`config.mk`:
```
export PLATFORM = sky130hd
export DESIGN_NAME = mf3_queue
export DESIGN_NICKNAME = d
export VERILOG_FILES = /design/src/hdl/mf3_pkg.sv /design/src/hdl/mf3_queue.sv
export SDC_FILE = /design/constraint.sdc
export NUM_CORES = 1
export LEC_CHECK = 0
export BUFFER_PORTS_ARGS = -buffer_cell sky130_fd_sc_hd__buf_2
export CELL_PAD_IN_SITES_DETAIL_PLACEMENT = 0
export CELL_PAD_IN_SITES_GLOBAL_PLACEMENT = 1
export CORE_MARGIN = 10
export CORE_UTILIZATION = 50
export CTS_BUF_LIST = sky130_fd_sc_hd__clkbuf_2 sky130_fd_sc_hd__clkbuf_4 sky130_fd_sc_hd__clkbuf_8
export DETAILED_ROUTE_END_ITERATION = 6
export PLACE_DENSITY_LB_ADDON = 0.1
export SYNTH_ARGS = -nofsm -noshare
export SYNTH_HDL_FRONTEND = slang
export SYNTH_SLANG_ARGS = --single-unit
export TNS_END_PERCENT = 50
```
`constraint.sdc`:
```
create_clock -name clk -period 4.7 [get_ports clk]
set_input_delay 0.47 -clock clk [delete_from_list [all_inputs] [get_ports clk]]
set_output_delay 0.47 -clock clk [all_outputs]
set_load 0.01 [all_outputs]
```
`src/hdl/mf3_pkg.sv`:
```
// ----------------------------------------------------------------------------
// 3x3 mean filter: shared package
// Widths, codes and the step command that the front end hands to the back end.
// ----------------------------------------------------------------------------
package mf3_pkg;

  localparam int PIX_W              = 8;
  localparam int FRAME_W_BITS       = 11;
  localparam int FRAME_H_BITS       = 13;
  localparam int CFG_W              = 13;
  localparam int ROW_W              = 14;
  localparam int QUEUE_DEPTH        = 4;
  localparam int FRAME_WIDTH_RESET  = 640;
  localparam int FRAME_HEIGHT_RESET = 480;

  typedef enum logic {
    OP_PIXEL = 1'b0,
    OP_DRAIN = 1'b1
  } op_t;

  typedef enum logic {
    REG_FRAME_WIDTH  = 1'b0,
    REG_FRAME_HEIGHT = 1'b1
  } reg_idx_t;

  // Control for one stream step. The masks select which window rows and
  // columns lie inside the frame for the output made by this step.
  typedef struct packed {
    logic emit;
    logic last;
    logic top_ok;
    logic bot_ok;
    logic left_ok;
    logic right_ok;
  } step_ctl_t;

endpackage

```
`src/hdl/mf3_queue.sv`:
```
// ----------------------------------------------------------------------------
// 3x3 mean filter: step queue
// Small FIFO that separates the front end from the back end.
// ----------------------------------------------------------------------------
module mf3_queue #(
  parameter int DATA_W = 24
) (
  input  logic              clk,
  input  logic              rst,
  input  logic              in_valid,
  output logic              in_ready,
  input  logic [DATA_W-1:0] in_data,
  output logic              out_valid,
  input  logic              out_ready,
  output logic [DATA_W-1:0] out_data
);

  localparam int DEPTH = mf3_pkg::QUEUE_DEPTH;
  localparam int PW    = $clog2(DEPTH);

  logic [DATA_W-1:0] slots [DEPTH];
  logic [PW-1:0]     wr_ptr;
  logic [PW-1:0]     rd_ptr;
  logic [PW:0]       count;
  logic              push;
  logic              pop;

  assign in_ready  = count < (PW+1)'(DEPTH);
  assign out_valid = count != '0;
  assign out_data  = slots[rd_ptr];
  assign push      = in_valid && in_ready;
  assign pop       = out_valid && out_ready;

  always_ff @(posedge clk) begin
    if (push) begin
      slots[wr_ptr] <= in_data;
    end
  end

  always_ff @(posedge clk) begin
    if (rst) begin
      wr_ptr <= '0;
      rd_ptr <= '0;
      count  <= '0;
    end else begin
      if (push) begin
        wr_ptr <= wr_ptr + PW'(1);
      end
      if (pop) begin
        rd_ptr <= rd_ptr + PW'(1);
      end
      if (push && !pop) begin
        count <= count + (PW+1)'(1);
      end else if (pop && !push) begin
        count <= count - (PW+1)'(1);
      end
    end
  end

  a_no_push_when_full: assert property (@(posedge clk) disable iff (rst)
    in_valid |-> in_ready)
    else $error("step offered to a full queue");

  a_count_grows: assert property (@(posedge clk) disable iff (rst)
    (push && !pop) |=> count == $past(count) + (PW+1)'(1))
    else $error("queue count lost a step");

endmodule

```
==> results.cfg, run 1 <==
[final_layout]
area_growth_pct = 14.0
fill_cells = 581
layout-drive-gt1-share_pct = 39.7
n_antenna_cell = 0
fin_area_um2 = 4510
nets = 266

[detailed_routing]
drc = 0
vias = 1756
postRouteAntennaNets = 0
wl_met2_um = 3510
routed.top_layer = met4
via_per_inst = 5.18
finalWirelength_um = 6630
wl_per_cell_um = 19.6
drtIter0Drc = 91
dr.pass1.iters = 4
route.met3.wl_um = 391
drt-met1-wl_um = 2670

[global_route]
grt_pass1_vias = 2067
grt_max_degree = 25
grt_pass1_wl_um = 10500
grt-ovfl-total = 0
antenna_found_initial = 0
grtUsageTotal_pct = 12.0

[floorplan]
die_w_um = 109
die_y_um = 109
num_rows = 32
dieArea_um2 = 11900
start_util_pct = 51.2
ioPinCount = 54
core_um2 = 7730

[synthesis]
ys_seq_area_share_pct = 77.4
synth_compound_area_share_pct = 0.791
synthMuxAreaShare_pct = 14.6
synth_area_um2 = 3960
synth_area_per_cell_um2 = 23.0
yosys.area_share.simple_pct = 1.77
synth.distinct_cells = 22
synth_xor_area_share_pct = 1.11
syn_nets = 206
synth_seq_cells = 105
synth_top_family_by_area = multiplexers
yosys.area_share.adder_pct = 2.09
synth_warnings = 0
synth_cells = 172

[power]
seqPwrFrac_pct = 53.9
intPower_w = 0.00168
combinationalPowerShare_pct = 22.4
cellPowerDensity_nw_per_um2 = 515
leakagePower_nw = 1.55
power_w = 0.00232
power_switching_w = 0.000645
irDropWorstVdd_mv = 0.273
swShare_pct = 27.8
clockPowerShare_pct = 23.7

[sta]
fin_crit_ns = 2.57
fin_setup_tns_ns = 0
rsz0062_at_grt = false
post-route-period-util_pct = 54.6
finalHoldViolCount = 0
relSlewSlack_pct = 21.0
hold_ws_ns = 0.314
setup_viol = 0
slew_viol_final = 0
fin_worst_skew_ns = 0.00851
fmax_mhz = 390
max_slew.worst_pin.slew_ns = 1.18

[clock_tree]
h-tree-depth = 3
root_buffer = clkbuf_8
post_cts_buffers = 0
clk-insertion-delay-late_ns = 0.36
cts_resized = 0
hold_buffers = 0
clkSinkCount = 105
clk_pin_slew_ns = 0.10
ctsLongestPathBuffers = 2
cts_inserted_buffers = 9
cts_tree = built

[placed_design]
placed_cell_area_um2 = 4310
io_buffers = 53
hpwl_um = 4330
place_congestion = 0.681

[run_status]
status = finished, final reports clean

[critical_path]
crit_type = register to primary output
endpoint_kind = primary output
cp-start-kind = register
worstPathArrival_ns = 2.10
required_ns = 4.23
slowest_stage = dfxtp_1
path_max_fanout = 24
cpPeakStageDelay_ns = 1.11
path_cells = mux4_2 -> buf_2

[min_path]
worstHoldPathType = input port to register

[flow_run]
drv_cap = 0
[cell families (layout without fill, tap and decap cells)]
logic type      count (synthesis)  after routing
simple gates                   14             14
compound gates                  4              4
buf+inv                        12             77
fa+ha+maj                       6              6
mux                            26             26
xor+xnor                        5              5
flops                         105            105
[power by group through the flow]
| stage | Sequential (W) | Clock (W) | Combinational (W) |
|---|---|---|---|
| final | 0.00125 | 0.000550 | 0.000520 |
| after global routing | 0.00127 | 0.000607 | 0.000568 |
| after CTS | 0.00126 | 0.000565 | 0.000535 |
| after detailed placement | 0.00128 | 0 | 0.000534 |
| after global placement | 0.00127 | 0 | 0.000522 |
| after floorplan | 0.00119 | 0 | 0.000442 |
[sequential cells by signal (all words and copies together) (netlist names), named ones only]
name	count
slots	96
count	3
rd_ptr	2
wr_ptr	2
[per-layer routing]
layer / GRT usage [%] / up-vias
met5: 0 / -
met4: 4.99 / 0
met3: 4.37 / 6
met2: 20.3 / 37
met1: 13.4 / 896
li1: - / 817
[per-stage QoR]
step / util, % / std cells / setup slack, ns
detailed placement: 55.7 / 323 / 2.38
global route: 58.4 / 339 / 1.98
floorplan: - / 172 / 2.75
global placement: 55.7 / 323 / 2.48
CTS: 58.4 / 339 / 2.06
finish: 58.4 / 339 / 2.13
[cells in the mapped netlist]
cell type / n / area share [%]
xor2_1: 4 / 0.89
ha_1: 5 / 1.6
edfxtp_1: 96 / 73
mux2i_1: 2 / 0.51
a21oi_1: 1 / 0.13
and2_1: 4 / 0.63
buf_12: 2 / 1.0
clkbuf_1: 2 / 0.19
buf_2: 3 / 0.38
o21ai_0: 1 / 0.13
mux4_1: 4 / 2.7
o31ai_2: 1 / 0.32
nor2b_1: 1 / 0.16
nor2_1: 7 / 0.66
xnor2_1: 1 / 0.22
buf_6: 1 / 0.28
fa_1: 1 / 0.51
mux4_2: 20 / 11
inv_1: 4 / 0.38
o311ai_0: 1 / 0.22
or3_1: 2 / 0.32
dfxtp_1: 9 / 4.6
[final timing paths]
check | cells after the start | to | start | slack [ns]
worst max-delay path | 2 | out_data[12] | register | 2.13
worst min-delay path | 1 | slots[1][23] | in_data[23] | 0.31
worst max register to register | 7 | count[2] | count[2] | 2.53
worst min register to register | 2 | rd_ptr[1] | rd_ptr[1] | 0.55
[worst max-delay path: cells and delay by family (launching register included)]
kind | cells | cell delay, ns
buffers and inverters | 1 | 0.16
DFF | 1 | 1.11
muxes | 1 | 0.46
[cell type report]
class	count	area, um2	area share, %
Inverter	4	15.0	0.333
Clock inverter	7	80.1	1.78
Multi-Input combinational cell	55	803	17.8
Clock buffer	9	124	2.75
Tap cell	102	128	2.83
Sequential cell	105	3060	68.0
Timing Repair Buffer	57	295	6.55
[cell usage in the layout (no fill, tap or decap), drive strengths merged, types with 2 or more instances in the layout]
| cell | instances |
|---|---|
| inv | 5 |
| mux2i | 2 |
| mux4 | 24 |
| clkinv | 5 |
| xor2 | 4 |
| nor2 | 7 |
| or3 | 2 |
| and2 | 4 |
| buf | 57 |
| clkbuf | 9 |
| edfxtp | 96 |
| ha | 5 |
| dfxtp | 9 |
Power figures use the tool's default switching activity.
==> run 2: changes to the inputs <==
--- a/config.mk
+++ b/config.mk
@@ -9,7 +9,7 @@
 export CELL_PAD_IN_SITES_DETAIL_PLACEMENT = 0
 export CELL_PAD_IN_SITES_GLOBAL_PLACEMENT = 1
 export CORE_MARGIN = 10
-export CORE_UTILIZATION = 50
+export CORE_UTILIZATION = 47
 export CTS_BUF_LIST = sky130_fd_sc_hd__clkbuf_2 sky130_fd_sc_hd__clkbuf_4 sky130_fd_sc_hd__clkbuf_8
 export DETAILED_ROUTE_END_ITERATION = 6
 export PLACE_DENSITY_LB_ADDON = 0.1
==> constraint.sdc (replaced) <==
create_clock -name clk -period 2.14 [get_ports clk]
set_input_delay 0.214 -clock clk [delete_from_list [all_inputs] [get_ports clk]]
set_output_delay 0.214 -clock clk [all_outputs]
set_load 0.01 [all_outputs]
==> run 2 against run 1 <==
  * Die area is 5.2% higher
  * Sequential power increased by 110%
  * Count of clock-buffer cells in the layout is 1 higher
  * Largest power group unchanged
  * Core utilization decreased by 1.9 points
  * Global-route usage shrank 0.84 points
  * Flip-flop and latch count is the same
  * Final area increased by 2.8%
  * First-iteration DRC count fell by 16%
  * Hold slack got worse by 0.24 ns
  * Critical endpoint is now count[2]
  * Clock skew is essentially flat
  * Critical path depth increased by 5
  * Wire length is 1.2% higher
  * Highest routed layer unchanged
==> results.cfg, run 2 (synthesized netlist as in run 1, its figures left out) <==
[critical_path]
worstPathArrival_ns = 2.30
crit_type = register to register
endpoint_kind = register
path_max_fanout = 5
cp-start-kind = register
required_ns = 2.40

[global_route]
grt_pass1_vias = 2090
grt_pass1_wl_um = 10800
grt_max_degree = 25
antenna_found_initial = 0
grt-ovfl-total = 0
grtUsageTotal_pct = 11.1

[run_status]
status = finished, final reports clean

[power]
irDropWorstVdd_mv = 0.650
cellPowerDensity_nw_per_um2 = 1140
leakagePower_nw = 1.59

[sta]
max_slew.worst_pin.slew_ns = 0.484
fin_setup_tns_ns = 0
rsz0062_at_grt = false
timing.final.ws_setup_ns = 0.0974
relSlewSlack_pct = 67.3
fin_worst_skew_ns = 0.00817
setup_viol = 0
fmax_mhz = 490
slew_viol_final = 0
finalHoldViolCount = 0
fin_crit_ns = 2.04
post-route-period-util_pct = 95.5

[clock_tree]
cts_inserted_buffers = 9
clk_pin_slew_ns = 0.09
ctsLongestPathBuffers = 2
root_buffer = clkbuf_8
h-tree-depth = 3
hold_buffers = 0
cts_tree = built
clkSinkCount = 105
clk-insertion-delay-late_ns = 0.34

[placed_design]
place_congestion = 0.738
dpl.cell_count = 329
place_worst_setup_slack_ns = 0.0102
hpwl_um = 4420
io_buffers = 53

[detailed_routing]
drtIter0Drc = 76
wl_per_cell_um = 19.4
dr.pass1.iters = 4
vias = 1796
postRouteAntennaNets = 0
via_per_inst = 5.19
drc = 0
finalWirelength_um = 6710

[final_layout]
n_antenna_cell = 0
largest_reg_flops = 96
area_growth_pct = 17.2
reg_top3 = slots: 96 flops, count: 3 flops
nets = 270
final_cell_mix = edfxtp_1 (96), buf_2 (53), mux4_2 (20), clkbuf_8 (9), nor2_1 (7)
stdcell_count = 346
regMostFlops = slots
final_common_cell = edfxtp_1
layout-drive-gt1-share_pct = 41.9

[floorplan]
dieArea_um2 = 12500
ioPinCount = 54
die_w_um = 112
start_util_pct = 48.1
core_um2 = 8220
num_rows = 33
die_y_um = 112

[flow_run]
drv_cap = 0

[min_path]
worstHoldPathType = input port to register
-- run 2: cell count changes in the layout (fill, tap and decap cells not counted) --
cell	change
dfxtp_1	-2
o31ai_2	-1
inv_8	-1
o31ai_4	+1
bufinv_16	+1
dfxtp_2	+2
clkbuf_4	+1
buf_12	+5
buf_4	-1
inv_6	+2
ha_1	-1
ha_2	+1
clkinvlp_4	+1
clkinv_4	-4
-- run 2: worst max-delay path: stages (launching register included) --
cell     delay, ns
dfxtp_2       0.37
o31ai_4       0.29
ha_2          0.22
inv_1         0.05
fa_1          0.39
xor2_1        0.17
or3_1         0.30
a21oi_1       0.18
-- run 2: timing repair --
action,in CTS,in global routing
gates resized for setup,2,2
pin swaps,0,1
setup endpoints to repair,1,1
setup buffers,0,1
-- run 2: metal layers --
| metal | wire length [um] | GRT usage, % |
|---|---|---|
| met5 | 0 | 0 |
| met4 | 85 | 4.54 |
| met3 | 339 | 3.33 |
| met2 | 3750 | 20.3 |
| met1 | 2540 | 11.6 |
-- run 2: cell type report --
cell class / count / area [um2]
clock buffer: 10 / 131
sequential: 105 / 3070
clock inverter: 6 / 88.8
tap: 105 / 131
multi-input combinational: 55 / 815
inverter: 4 / 15.0
fill: 627 / 3580
timing repair buffer: 61 / 388
-- run 2: path summary, 6_finish.rpt --
kind                     from            to  slack, ns  cells past startpoint
setup / recovery     count[0]      count[2]        0.1                      7
hold / removal    in_data[22]  slots[0][22]       0.08                      1
setup reg to reg     count[0]      count[2]        0.1                      7
hold reg to reg     rd_ptr[0]      register       0.56                      2
-- run 2: power by group --
part,switching (W),internal [W]
registers,0.000103,0.00251
clock network,0.000597,0.000676
logic,0.000689,0.000705
-- run 2: through the flow --
step | cell area (um2) | hold WS (ns) | total power [W] | util [%]
finish | 4640 | 0.0753 | 0.00528 | 56.4
global route | 4640 | 0.0541 | 0.00559 | 56.4
CTS | 4630 | 0.0555 | 0.00537 | 56.3
detailed placement | 4390 | 0.433 | 0.00408 | 53.5
global placement | 4390 | 0.421 | 0.00400 | 53.5
floorplan | 3960 | 0.313 | 0.00359 | -
