**src/hdl/mf3_pkg.sv**
```systemverilog
// ----------------------------------------------------------------------------
// 3x3 mean filter: shared package
// Widths, codes and the step command that the front end hands to the back end.
// ----------------------------------------------------------------------------
package mf3_pkg;

  localparam int PIX_W              = 8;
  localparam int FRAME_W_BITS       = 11;
  localparam int FRAME_H_BITS       = 13;
  localparam int CFG_W              = 13;
  localparam int ROW_W              = 14;
  localparam int QUEUE_DEPTH        = 4;
  localparam int FRAME_WIDTH_RESET  = 640;
  localparam int FRAME_HEIGHT_RESET = 480;

  typedef enum logic {
    OP_PIXEL = 1'b0,
    OP_DRAIN = 1'b1
  } op_t;

  typedef enum logic {
    REG_FRAME_WIDTH  = 1'b0,
    REG_FRAME_HEIGHT = 1'b1
  } reg_idx_t;

  // Control for one stream step. The masks select which window rows and
  // columns lie inside the frame for the output made by this step.
  typedef struct packed {
    logic emit;
    logic last;
    logic top_ok;
    logic bot_ok;
    logic left_ok;
    logic right_ok;
  } step_ctl_t;

endpackage

```
**src/hdl/mf3_front.sv**
```systemverilog
// ----------------------------------------------------------------------------
// 3x3 mean filter: front end
// Holds the frame size and position counters, classifies each input item and
// issues stream steps with their border masks into the step queue.
// ----------------------------------------------------------------------------
module mf3_front #(
  parameter  int MAX_WIDTH = 1024,
  localparam int CW        = $clog2(MAX_WIDTH)
) (
  input  logic                         clk,
  input  logic                         rst,
  input  logic                         cfg_we,
  input  logic                         cfg_index,
  input  logic [mf3_pkg::CFG_W-1:0]    cfg_data,
  input  logic                         s_tvalid,
  output logic                         s_tready,
  input  logic [mf3_pkg::PIX_W-1:0]    s_tdata,
  input  logic [0:0]                   s_tuser,
  input  logic                         q_ready,
  output logic                         cmd_valid,
  output mf3_pkg::step_ctl_t           cmd_ctl,
  output logic [CW-1:0]                cmd_col,
  output logic [mf3_pkg::PIX_W-1:0]    cmd_pix
);

  localparam int WW      = $clog2(MAX_WIDTH + 1);
  localparam int XW      = WW + 1;
  localparam int RW      = mf3_pkg::ROW_W;
  localparam int HW      = mf3_pkg::FRAME_H_BITS;
  localparam int RESET_W = (mf3_pkg::FRAME_WIDTH_RESET > MAX_WIDTH) ?
                           MAX_WIDTH : mf3_pkg::FRAME_WIDTH_RESET;

  logic [WW-1:0] w_use;
  logic [WW-1:0] w_cfg;
  logic [HW-1:0] h_use;
  logic [HW-1:0] h_cfg;
  int            fw_int;
  logic [CW-1:0] in_col;
  logic [CW-1:0] out_col;
  logic [RW-1:0] in_row;
  logic [RW-1:0] out_row;
  logic          input_done;
  logic [RW-1:0] h_ext;
  logic          in_col_end;
  logic          out_col_end;
  logic          in_row_end;
  logic          out_row_end;
  logic          emit;
  logic          auto_step;
  logic          take;
  logic          pix_op;
  logic          step;

  always_comb begin
    fw_int = int'(cfg_data[mf3_pkg::FRAME_W_BITS-1:0]);
    if (fw_int == 0) begin
      w_cfg = WW'(1);
    end else if (fw_int > MAX_WIDTH) begin
      w_cfg = WW'(MAX_WIDTH);
    end else begin
      w_cfg = WW'(fw_int);
    end
    h_cfg = (cfg_data[HW-1:0] == '0) ? HW'(1) : cfg_data[HW-1:0];
  end

  assign h_ext       = RW'(h_use);
  assign in_col_end  = (XW'(in_col) + XW'(1)) >= XW'(w_use);
  assign out_col_end = (XW'(out_col) + XW'(1)) >= XW'(w_use);
  assign in_row_end  = (in_row + RW'(1)) >= h_ext;
  assign out_row_end = (out_row + RW'(1)) >= h_ext;
  assign emit        = ((in_row >= RW'(2)) || (in_row == RW'(1) && in_col != '0)) &&
                       (out_row < h_ext);

  // A single-row frame needs one silent step after its last pixel so that
  // every drain that follows yields an output.
  assign auto_step = input_done && !emit;
  assign s_tready  = q_ready && !auto_step;
  assign take      = s_tvalid && s_tready;
  assign pix_op    = s_tuser[0] == mf3_pkg::OP_PIXEL;
  assign step      = auto_step ? q_ready : (take && (pix_op ? !input_done : input_done));

  assign cmd_valid        = step;
  assign cmd_col          = in_col;
  assign cmd_pix          = auto_step ? '0 : s_tdata;
  assign cmd_ctl.emit     = emit;
  assign cmd_ctl.last     = out_row_end && out_col_end;
  assign cmd_ctl.top_ok   = out_row != '0;
  assign cmd_ctl.bot_ok   = !out_row_end;
  assign cmd_ctl.left_ok  = out_col != '0;
  assign cmd_ctl.right_ok = (in_col != '0) && !out_col_end;

  always_ff @(posedge clk) begin
    if (rst) begin
      w_use      <= WW'(RESET_W);
      h_use      <= HW'(mf3_pkg::FRAME_HEIGHT_RESET);
      in_col     <= '0;
      in_row     <= '0;
      out_col    <= '0;
      out_row    <= '0;
      input_done <= 1'b0;
    end else if (cfg_we) begin
      case (cfg_index)
        mf3_pkg::REG_FRAME_WIDTH:  w_use <= w_cfg;
        mf3_pkg::REG_FRAME_HEIGHT: h_use <= h_cfg;
        default: ;
      endcase
      in_col     <= '0;
      in_row     <= '0;
      out_col    <= '0;
      out_row    <= '0;
      input_done <= 1'b0;
    end else if (step) begin
      if (in_col_end) begin
        in_col <= '0;
        in_row <= in_row + RW'(1);
      end else begin
        in_col <= in_col + CW'(1);
      end
      if (!auto_step && pix_op && in_row_end && in_col_end) begin
        input_done <= 1'b1;
      end
      if (emit) begin
        if (out_col_end) begin
          out_col <= '0;
          out_row <= out_row + RW'(1);
        end else begin
          out_col <= out_col + CW'(1);
        end
        if (out_col_end && out_row_end) begin
          in_col     <= '0;
          in_row     <= '0;
          out_col    <= '0;
          out_row    <= '0;
          input_done <= 1'b0;
        end
      end
    end
  end

  a_done_means_rows_in: assert property (@(posedge clk) disable iff (rst)
    input_done |-> in_row >= h_ext)
    else $error("input marked done before the last row arrived");

  a_out_row_in_frame: assert property (@(posedge clk) disable iff (rst)
    out_row < h_ext)
    else $error("output row ran past the frame");

  a_drain_emits: assert property (@(posedge clk) disable iff (rst)
    (take && !pix_op && input_done) |-> emit)
    else $error("owed drain did not produce an output");

endmodule

```
**config.mk**
```make
export PLATFORM = sky130hd
export DESIGN_NAME = mf3_front
export DESIGN_NICKNAME = d
export VERILOG_FILES = /design/src/hdl/mf3_pkg.sv /design/src/hdl/mf3_front.sv
export SDC_FILE = /design/constraint.sdc
export NUM_CORES = 1
export LEC_CHECK = 0
export ABC_AREA = 1
export BUFFER_PORTS_ARGS = -buffer_cell sky130_fd_sc_hd__buf_2
export CAP_MARGIN = 15
export CORE_ASPECT_RATIO = 0.5
export CORE_MARGIN = 4
export CORE_UTILIZATION = 50
export CTS_CLUSTER_DIAMETER = 100
export DETAILED_ROUTE_END_ITERATION = 8
export PLACE_DENSITY = 0.8
export SLEW_MARGIN = 20
export SYNTH_ARGS = -nofsm -noshare
export SYNTH_HDL_FRONTEND = slang
export SYNTH_SLANG_ARGS = --single-unit
```
**constraint.sdc**
```tcl
create_clock -name clk -period 3.05 [get_ports clk]
set_input_delay 0.305 -clock clk [delete_from_list [all_inputs] [get_ports clk]]
set_output_delay 0.305 -clock clk [all_outputs]
set_load 0.02 [all_outputs]
```
==> results_dict.tcl, run 1 <==
set metrics [dict create \
    outcome "completed" \
    finalWorstSetupSlack_ns 0.04631 \
    hold_violations 0 \
    path_max_fanout 4 \
    finish.cell_count_without_fillers 1128 \
    worst_ep_arrival_time_ns 2.70 \
    p_r_area_growth_vs_syn_pct 21.43 \
    syn-cell-area_um2 5793 \
    final_area_um2 7034 \
    place.detailed.hpwl_mm 11.03 \
    timing.critical_path.cells "inv_4 > nor3_4 > nand2_2 > nor2_4 > xor2_2 > ha_1 > a21oi_1 > o21a_1 > nand2_1 > nand2_1 > nand2_2 > nand2_2 > nand2_4 > nand2_2 > inv_2 > buf_6" \
    groute.layer.met1.usage_pct 27.67 \
    final_common_cell "nand2_1" \
    timing_worst_setup_path_type "flop to output port" \
    rsz_0062_raised_after_global_routing "yes" \
    grt_use_met2_pct 37.35 \
    nature_of_the_critical_path_startpoint "flop" \
    busiest_layer "met2" \
    path_common_cell "nand2_2" \
    avg_vias_per_cell 5.335 \
    wire_per_inst_um 14.12 \
    clock_latency_ns 0.34 \
    place.gp.congestion 0.9282 \
    placedInstanceArea_um2 6176 \
    first_pass_iters 7 \
    setup_viol 0 \
    clk_pin_slew_worst_paths_ns 0.06 \
    floorplan.core_area_um2 11150 \
    grt_pass1_wl_mm 24.45 \
    gr-usage-met3_pct 5.180 \
    ys_warn_count 0 \
    final_cell_mix "nand2_1, inv_1, nor2_1, ha_1, dfxtp_1" \
    io_buffers 53 \
    post_synth_inst_count 897 \
    route.antenna.remaining_nets 0 \
    rr_endpoint "out_row[12]" \
    fp.dieArea_um2 13480 \
    timing.rr.start "out_col[2]" \
    row_count 27 \
    die_width_um 160.2 \
    number_of_diodes 0 \
    hold_path.startpoint "cfg_data[9]" \
    final_nets 1077 \
    timing.hold.worst_endpoint "w_use[9]" \
    postRouteWirelength_mm 15.93 \
    detailedPlace.worstSlack_ns 0.08770 \
    power.static_leakage_nw 3.504 \
    number_of_top_level_design_ports 54 \
    final_core_utilization_pct 63.10 \
    seq_total_area_yosys_pct 25.23 \
    initialDrtViolationCount 377 \
    max-cap-violations 0 \
    final_min_period_over_clock_period_pct 98.48 \
    globalRouteTotalUtil_pct 21.79 \
    root_buffer "clkbuf_16" \
    finalCriticalPeriod_ns 3.004 \
    fin_hold_ws_ns 0.2231 \
    drc 0 \
    clock_sinks 73 \
    holdCritPathClass "primary input to flop" \
    end_kind "output port" \
    regToRegSetupSlack_ns 0.11 \
    die_h_um 84.11 \
    relSlewSlack_pct 66.49 \
    tritoncts "done" \
    critical_path.slowest_cell "dfxtp_4" \
    whs_path_depth 3 \
    route.vias.total 6018 \
    achievable-frequency_ghz 0.3329 \
    post_synth.cell_area_avg_um2 6.458 \
    final_total_pwr_mw 2.282 \
    timing_worst_slew_pin_value_ns 0.5021 \
    synthDistinctLibCells 41 \
    initial_antenna_violation_count 0 \
    numPlacedInstances 1083 \
    maxSlewViolCount 0 \
    cts.path.max_buffers 2 \
    floorplan.initialDensity_pct 51.96 \
    drive_gt1_share_pct 20.55 \
    cp_data_required_time_ns 2.74 \
    synth-seq-cells 73 \
    h-tree-depth 3 \
    synth.net_count 995 \
    critPathMaxStageDelay_ns 0.38 \
    ff2ff_path_depth 21 \
    power_per_cell_area_nw_per_um2 324.4 \
    global_route.overflow_total 0 \
    tritoncts.num_buffers 9 \
    vdd.ir_drop.worst_mv 0.2033 \
    grt_start_max_net_pins 27 \
    first_global_vias 5367 \
    fin_skew_ns 0.009114 \
    fin_setup_tns_ns 0 \
]
[flip-flops by register name (all words and copies together), names as in the netlist]
signal,count
out_col,10
cmd_col,10
out_row,14
w_use,11
h_use,13
input_done,1
in_row,14
[routing by layer]
metal	part of all wire [%]	vias to the layer above	routed length, um
met5	0	-	0
met3	6.4	44	1027
met2	48	234	7615
met4	2.5	0	397
li1	-	2976	-
met1	43	2764	6890
[power by group]
group          total [mW]  switching (mW)  internal, mW
sequential          0.975         0.00783         0.967
combinational       0.245           0.161        0.0836
clock                1.06           0.413         0.649
[what timing repair did]
action	in CTS	in global routing
resized for setup	23	65
pin swaps	10	28
setup endpoints to repair	3	41
hold buffers	0	0
gates cloned	0	4
buffers inserted	10	16
[layout make-up]
cell class | instances | area [um2]
fill | 932 | 4114
multi-input combinational | 645 | 3864
sequential | 73 | 1491
inverter | 161 | 616.8
timing repair buffer | 89 | 585.6
clock buffer | 10 | 239.0
tap | 145 | 181.4
clock inverter | 5 | 56.30
[worst max-delay path: cells and delay by family, from the launching register on]
kind / cells / cell delay (ns)
xor+xnor: 1 / 0.21
flops: 1 / 0.38
simple gates: 9 / 0.96
compound gates: 2 / 0.28
fa+ha+maj: 1 / 0.30
buf+inv: 3 / 0.21
[cell families (layout without fill, tap and decap cells)]
family	after synthesis	in the layout	share of synthesized area, %
AND/OR/NAND/NOR	428	431	31.94
buffers and inverters	182	265	12.72
AO/OA/AOI/OAI	119	119	11.21
flip-flops	73	73	25.23
adder cells (fa/ha/maj)	70	70	15.12
XOR/XNOR	25	25	3.780
[cell usage after synthesis, drive strengths merged]
| library cell | instances | area, um2 |
|---|---|---|
| nand2 | 233 | 904.6 |
| nand3 | 34 | 185.2 |
| o21ai | 42 | 210.2 |
| inv | 159 | 596.8 |
| o22ai | 1 | 6.260 |
| dfxtp | 73 | 1461 |
| a31oi | 1 | 6.260 |
| o2111ai | 1 | 8.760 |
| o21a | 2 | 15.01 |
| buf | 12 | 97.59 |
| o211ai | 5 | 37.54 |
| ha | 70 | 875.8 |
| and2 | 2 | 12.51 |
| a21oi | 60 | 311.5 |
| nand4 | 15 | 100.1 |
| a211oi | 5 | 37.54 |
| a31o | 1 | 8.760 |
| nor3 | 10 | 61.31 |
| and3 | 1 | 6.260 |
| or2 | 1 | 6.260 |
| clkinv | 2 | 8.750 |
| nor2 | 127 | 543.0 |
| a21boi | 1 | 7.510 |
| nor2b | 1 | 6.260 |
| nor4 | 4 | 25.02 |
| xor2 | 25 | 219.0 |
| clkbuf | 9 | 33.78 |
[worst max path at each step]
stage	startpoint	depth (start not counted)	slack (ns)	endpoint
after floorplan	cmd_col[0]	19	0.20	cmd_col[0]
final	out_row[1]	16	0.05	cmd_ctl[4]
after global placement	cmd_col[1]	19	0.22	cmd_col[2]
after detailed placement	out_col[2]	16	0.09	input_done
after CTS	out_row[3]	17	0.002	cmd_ctl[2]
after global routing	out_row[1]	16	-0.07	cmd_ctl[4]
Note: power is estimated with default switching activity, not from simulation.
==> inputs of run 2 (changes only) <==
- CORE_MARGIN: 4 -> 2
==> run 2 against run 1 <==
  * Clock skew rose by 0.00070 ns
  * Via count is 3.2% lower
  * Sequential cell count unchanged
  * First-iteration DRC count shrank 6.1%
  * Sequential power about the same
  * Worst hold slack got worse by 0.0033 ns
  * Cell area is 0.75% lower
  * Clock power is 11% higher
  * Largest power group unchanged
  * Highest routed layer unchanged
==> results_dict.tcl, run 2 (same netlist as run 1, synthesis figures left out) <==
set metrics [dict create \
    first_global_vias 5487 \
    clk_pin_slew_worst_paths_ns 0.06 \
    tritoncts "done" \
    grt_start_max_net_pins 27 \
    cp_data_required_time_ns 2.74 \
    finalWorstSetupSlack_ns 0.01377 \
    final_cell_mix "nand2_1, inv_1, nor2_1, ha_1, dfxtp_1" \
    path_max_fanout 4 \
    place.gp.congestion 0.9410 \
    ff2ff_path_depth 20 \
    grt_pass1_wl_mm 24.61 \
    timing_worst_setup_path_type "flop to output port" \
    power.switching_mw 0.6176 \
    die_width_um 156.2 \
    fp.dieArea_um2 12520 \
    achievable-frequency_ghz 0.3294 \
    multi_input_comb_area_um2 3862 \
    final_min_period_over_clock_period_pct 99.55 \
    io_buffers 53 \
    wire_per_inst_um 13.66 \
    power_per_cell_area_nw_per_um2 342.3 \
    sw_frac_of_total_pct 25.84 \
    final_nets 1064 \
    floorplan.initialDensity_pct 51.96 \
    clock_latency_ns 0.34 \
    number_of_diodes 0 \
    relSlewSlack_pct 63.66 \
    ctsHoldBuffers 0 \
    root_buffer "clkbuf_16" \
    power_frac_seq_pct 40.8 \
    largestRegisters "in_row (14), out_row (14), h_use (13)" \
    whs_path_depth 3 \
    first_pass_iters 5 \
    number_of_top_level_design_ports 54 \
    initial_antenna_violation_count 0 \
    timing.rr.start "out_col[3]" \
    worst_ep_arrival_time_ns 2.73 \
    route.vias.total 5824 \
    finalCriticalPeriod_ns 3.036 \
    clock_sinks 73 \
    hold_violations 0 \
    timing_worst_slew_pin_value_ns 0.5445 \
    rr_endpoint "out_row[9]" \
    avg_vias_per_cell 5.219 \
    floorplan.core_area_um2 11150 \
    global_route.overflow_total 0 \
    cell_internal_pwr_mw 1.772 \
    setup_viol 0 \
    globalRouteTotalUtil_pct 24.47 \
    place.detailed.hpwl_mm 10.80 \
    outcome "completed" \
    fin_skew_ns 0.009815 \
    initialDrtViolationCount 354 \
    placedInstanceArea_um2 6168 \
    final_total_pwr_mw 2.390 \
    holdCritPathClass "primary input to flop" \
    max-cap-violations 0 \
    seqCellArea_um2 1493 \
    tritoncts.num_buffers 9 \
    vdd.ir_drop.worst_mv 0.2577 \
    regToRegSetupSlack_ns 0.08 \
    h-tree-depth 3 \
    drive_gt1_share_pct 19.88 \
    drc 0 \
    route.antenna.remaining_nets 0 \
    nature_of_the_critical_path_startpoint "flop" \
    maxSlewViolCount 0 \
    share_clk_of_total_power_pct 49.2 \
    row_count 27 \
    num-fill-cells 898 \
    hold_path.startpoint "cfg_data[2]" \
    detailedPlace.worstSlack_ns 0.1002 \
    final_area_um2 6982 \
    postRouteWirelength_mm 15.24 \
    cts.path.max_buffers 2 \
    power.static_leakage_nw 3.496 \
    rsz_0062_raised_after_global_routing "yes" \
    fin_setup_tns_ns 0 \
    p_r_area_growth_vs_syn_pct 20.52 \
    final_common_cell "nand2_1" \
    timing.hold.worst_endpoint "w_use[2]" \
    final_core_utilization_pct 62.63 \
    end_kind "output port" \
    die_h_um 80.11 \
    comb_power_share_pct 10.1 \
]
run 2: area by class of cell:
| class | instances | share of cell area [%] |
|---|---|---|
| multi-input combinational | 643 | 55.32 |
| sequential | 73 | 21.38 |
| inverter | 161 | 8.763 |
| timing repair buffer | 78 | 7.222 |
| clock buffer | 9 | 3.226 |
| tap | 145 | 2.599 |
| clock inverter | 7 | 1.487 |
run 2: routing by layer:
layer | global-route usage, % | share of wire, % | vias to the layer above
li1 | - | - | 2963
met1 | 30.36 | 44 | 2638
met2 | 42.12 | 47 | 187
met3 | 5.127 | 6.6 | 36
met4 | 9.450 | 2.9 | 0
met5 | 0 | 0 | -
run 2: timing repair:
item / 4_1_cts / 5_1_grt
buffers inserted: 5 / 12
setup endpoints to repair: 3 / 41
pin swaps: 7 / 26
cloned: 0 / 1
gates resized for setup: 14 / 74
run 2: worst max path at each step:
stage	cells after the start	endpoint	startpoint
detailed placement	19	cmd_col[9]	cmd_col[1]
global route	16	cmd_ctl[4]	out_col[3]
finish	16	cmd_ctl[4]	out_col[3]
global placement	19	cmd_col[2]	cmd_col[1]
CTS	19	cmd_col[8]	cmd_col[1]
floorplan	19	cmd_col[0]	cmd_col[0]
run 2: stage by stage:
stage                     instances  hold WS (ns)
after floorplan                 897        0.3835
after global placement         1082        0.4537
after detailed placement       1082        0.4607
after CTS                      1103        0.2145
after global routing           1116        0.2480
final                          1116        0.2198
run 2: power groups by stage:
stage / Sequential (mW) / Clock [mW] / Combinational (mW)
finish: 0.974 / 1.18 / 0.241
global route: 0.975 / 1.23 / 0.270
CTS: 0.978 / 1.18 / 0.225
detailed placement: 1.00 / 0 / 0.220
global placement: 0.999 / 0 / 0.214
floorplan: 0.998 / 0 / 0.150
run 2: critical path, stage by stage, from the launching register on:
cell and delay [ns]:
dfxtp_4 0.37, nand2_2 0.07, nor3_4 0.23, nand3_2 0.15, nor2_4 0.14, nor2_1 0.05
or2_4 0.23, inv_2 0.07, ha_4 0.14, nand4_1 0.13, nor3_2 0.22, nand2_1 0.09
nand4_1 0.13, buf_6 0.14, nand2_2 0.05, inv_2 0.05, buf_6 0.11
==> inputs of run 3 (changes only) <==
- PLACE_DENSITY: 0.8 -> 0.69
==> run 3 against run 2 <==
  * Register-to-register slack gained 0.11 ns
  * Worst hold slack better by 0.0045 ns
  * Combinational power barely moved
  * Clock skew grew 0.0032 ns
  * Fmax grew 1.7%
  * Largest cell class unchanged
  * Highest routed layer unchanged
  * Count of clock-buffer cells in the layout did not move
  * Critical endpoint is now cmd_ctl[2]
  * First-iteration DRC count is 20% lower
  * Critical path type unchanged
==> results_dict.tcl, run 3 (same netlist as run 1, synthesis figures left out) <==
set metrics [dict create \
    fin_hold_ws_ns 0.2243 \
    global_route.overflow_total 0 \
    root_buffer "clkbuf_16" \
    place.detailed.hpwl_mm 10.74 \
    first_global_vias 5093 \
    outcome "completed" \
    final_min_period_over_clock_period_pct 97.88 \
    nature_of_the_critical_path_startpoint "flop" \
    clock_latency_ns 0.35 \
    sw_frac_of_total_pct 26.97 \
    ctsHoldBuffers 0 \
    floorplan.core_area_um2 11150 \
    avg_vias_per_cell 5.102 \
    clock_sinks 73 \
    cts.path.max_buffers 2 \
    initial_antenna_violation_count 0 \
    max-cap-violations 0 \
    die_width_um 156.2 \
    comb_power_share_pct 10.5 \
    holdCritPathClass "primary input to flop" \
    wire_per_inst_um 13.39 \
    finalCriticalPeriod_ns 2.985 \
    final_cell_mix "nand2_1, inv_1, nor2_1, ha_1, dfxtp_1" \
    end_kind "output port" \
    cell_internal_pwr_mw 1.703 \
    floorplan.initialDensity_pct 51.96 \
    power.static_leakage_nw 3.490 \
    maxSlewViolCount 0 \
    row_count 27 \
    route.antenna.remaining_nets 0 \
    fp.dieArea_um2 12520 \
    achievable-frequency_ghz 0.3350 \
    p_r_area_growth_vs_syn_pct 21.02 \
    place.gp.congestion 0.9074 \
    initialDrtViolationCount 282 \
    final_common_cell "nand2_1" \
    timing_worst_setup_path_type "flop to output port" \
    h-tree-depth 3 \
    tritoncts.num_buffers 9 \
    fin_setup_tns_ns 0 \
    largestRegisters "in_row (14), out_row (14), h_use (13)" \
    hold_violations 0 \
    postRouteWirelength_mm 15.04 \
    path_max_fanout 5 \
    clk_pin_slew_worst_paths_ns 0.07 \
    final_total_pwr_mw 2.332 \
    finish.cell_count_without_fillers 1123 \
    route.vias.total 5730 \
    power.switching_mw 0.6290 \
    timing_worst_slew_pin_value_ns 0.4895 \
    tritoncts "done" \
    setup_viol 0 \
    die_h_um 80.11 \
    first_pass_iters 5 \
    power_per_cell_area_nw_per_um2 332.6 \
    power_frac_seq_pct 41.9 \
    cp_data_required_time_ns 2.74 \
    share_clk_of_total_power_pct 47.7 \
    number_of_top_level_design_ports 54 \
    vdd.ir_drop.worst_mv 0.2170 \
    drc 0 \
    numPlacedInstances 1085 \
    fin_skew_ns 0.01297 \
    relSlewSlack_pct 67.33 \
    grt_start_max_net_pins 27 \
    globalRouteTotalUtil_pct 23.82 \
    worst_ep_arrival_time_ns 2.68 \
    rsz_0062_raised_after_global_routing "yes" \
    grt_pass1_wl_mm 23.65 \
    io_buffers 53 \
    drive_gt1_share_pct 20.45 \
    number_of_diodes 0 \
    final_nets 1071 \
]
## run 3: power groups by stage
stage,logic (mW),clock network [mW],registers (mW)
after floorplan,0.150,0,0.998
after global placement,0.218,0,0.999
after detailed placement,0.222,0,1.00
after CTS,0.226,1.13,0.978
after global routing,0.276,1.17,0.978
final,0.244,1.11,0.977
## run 3: worst max-delay path: stages (launching register included)
cell,delay (ns)
dfxtp_4,0.38
inv_4,0.05
nor3_4,0.26
buf_4,0.17
xor2_2,0.19
ha_1,0.27
buf_4,0.14
nand2_1,0.05
nor2_1,0.03
nand2_1,0.05
nand2_1,0.07
nand2_1,0.07
nand2_1,0.05
nand2_1,0.07
nand2_2,0.05
nand2_2,0.08
nand2_4,0.10
inv_4,0.09
buf_2,0.16
## run 3: through the flow
step	cell area, um2	setup slack [ns]	utilization, %
2_1_floorplan	5793	0.2004	-
3_3_place_gp	6191	0.2201	55.53
3_5_place_dp	6191	0.1563	55.53
4_1_cts	6559	0.004738	58.83
5_1_grt	7010	-0.1233	62.88
6_report	7010	0.06456	62.88
## run 3: cell type report
cell class              instances  area, um2
fillers                      1021       4138
multi-input cells             644       3889
flip-flops and latches         73       1483
inverters                     161      614.3
repair buffers                 84      534.3
clock buffers                   9      225.2
well taps                     145      181.4
clock inverters                 7      83.83
## run 3: worst paths after layout
path / start / end / slack (ns) / cells past startpoint
worst max register to register: cmd_col[1] / in_row[6] / 0.19 / 19
worst max-delay path: out_row[1] / cmd_ctl[2] / 0.06 / 18
worst min-delay path: cfg_data[1] / w_use[1] / 0.22 / 3
worst min register to register: w_use[8] / w_use[8] / 0.47 / 2
## run 3: routing by layer
| layer | GRT usage [%] | vias to the layer above | part of all wire (%) |
|---|---|---|---|
| met5 | 0 | - | 0 |
| met4 | 6.972 | 0 | 1.8 |
| met3 | 4.857 | 26 | 5.2 |
| met2 | 39.69 | 114 | 45 |
| met1 | 31.45 | 2618 | 48 |
| li1 | - | 2972 | - |
## run 3: timing repair
action / 4_1_cts / 5_1_grt
pin swaps: 2 / 33
cloned: 0 / 2
buffers inserted: 2 / 18
resized for setup: 10 / 78
setup endpoints to repair: 3 / 41
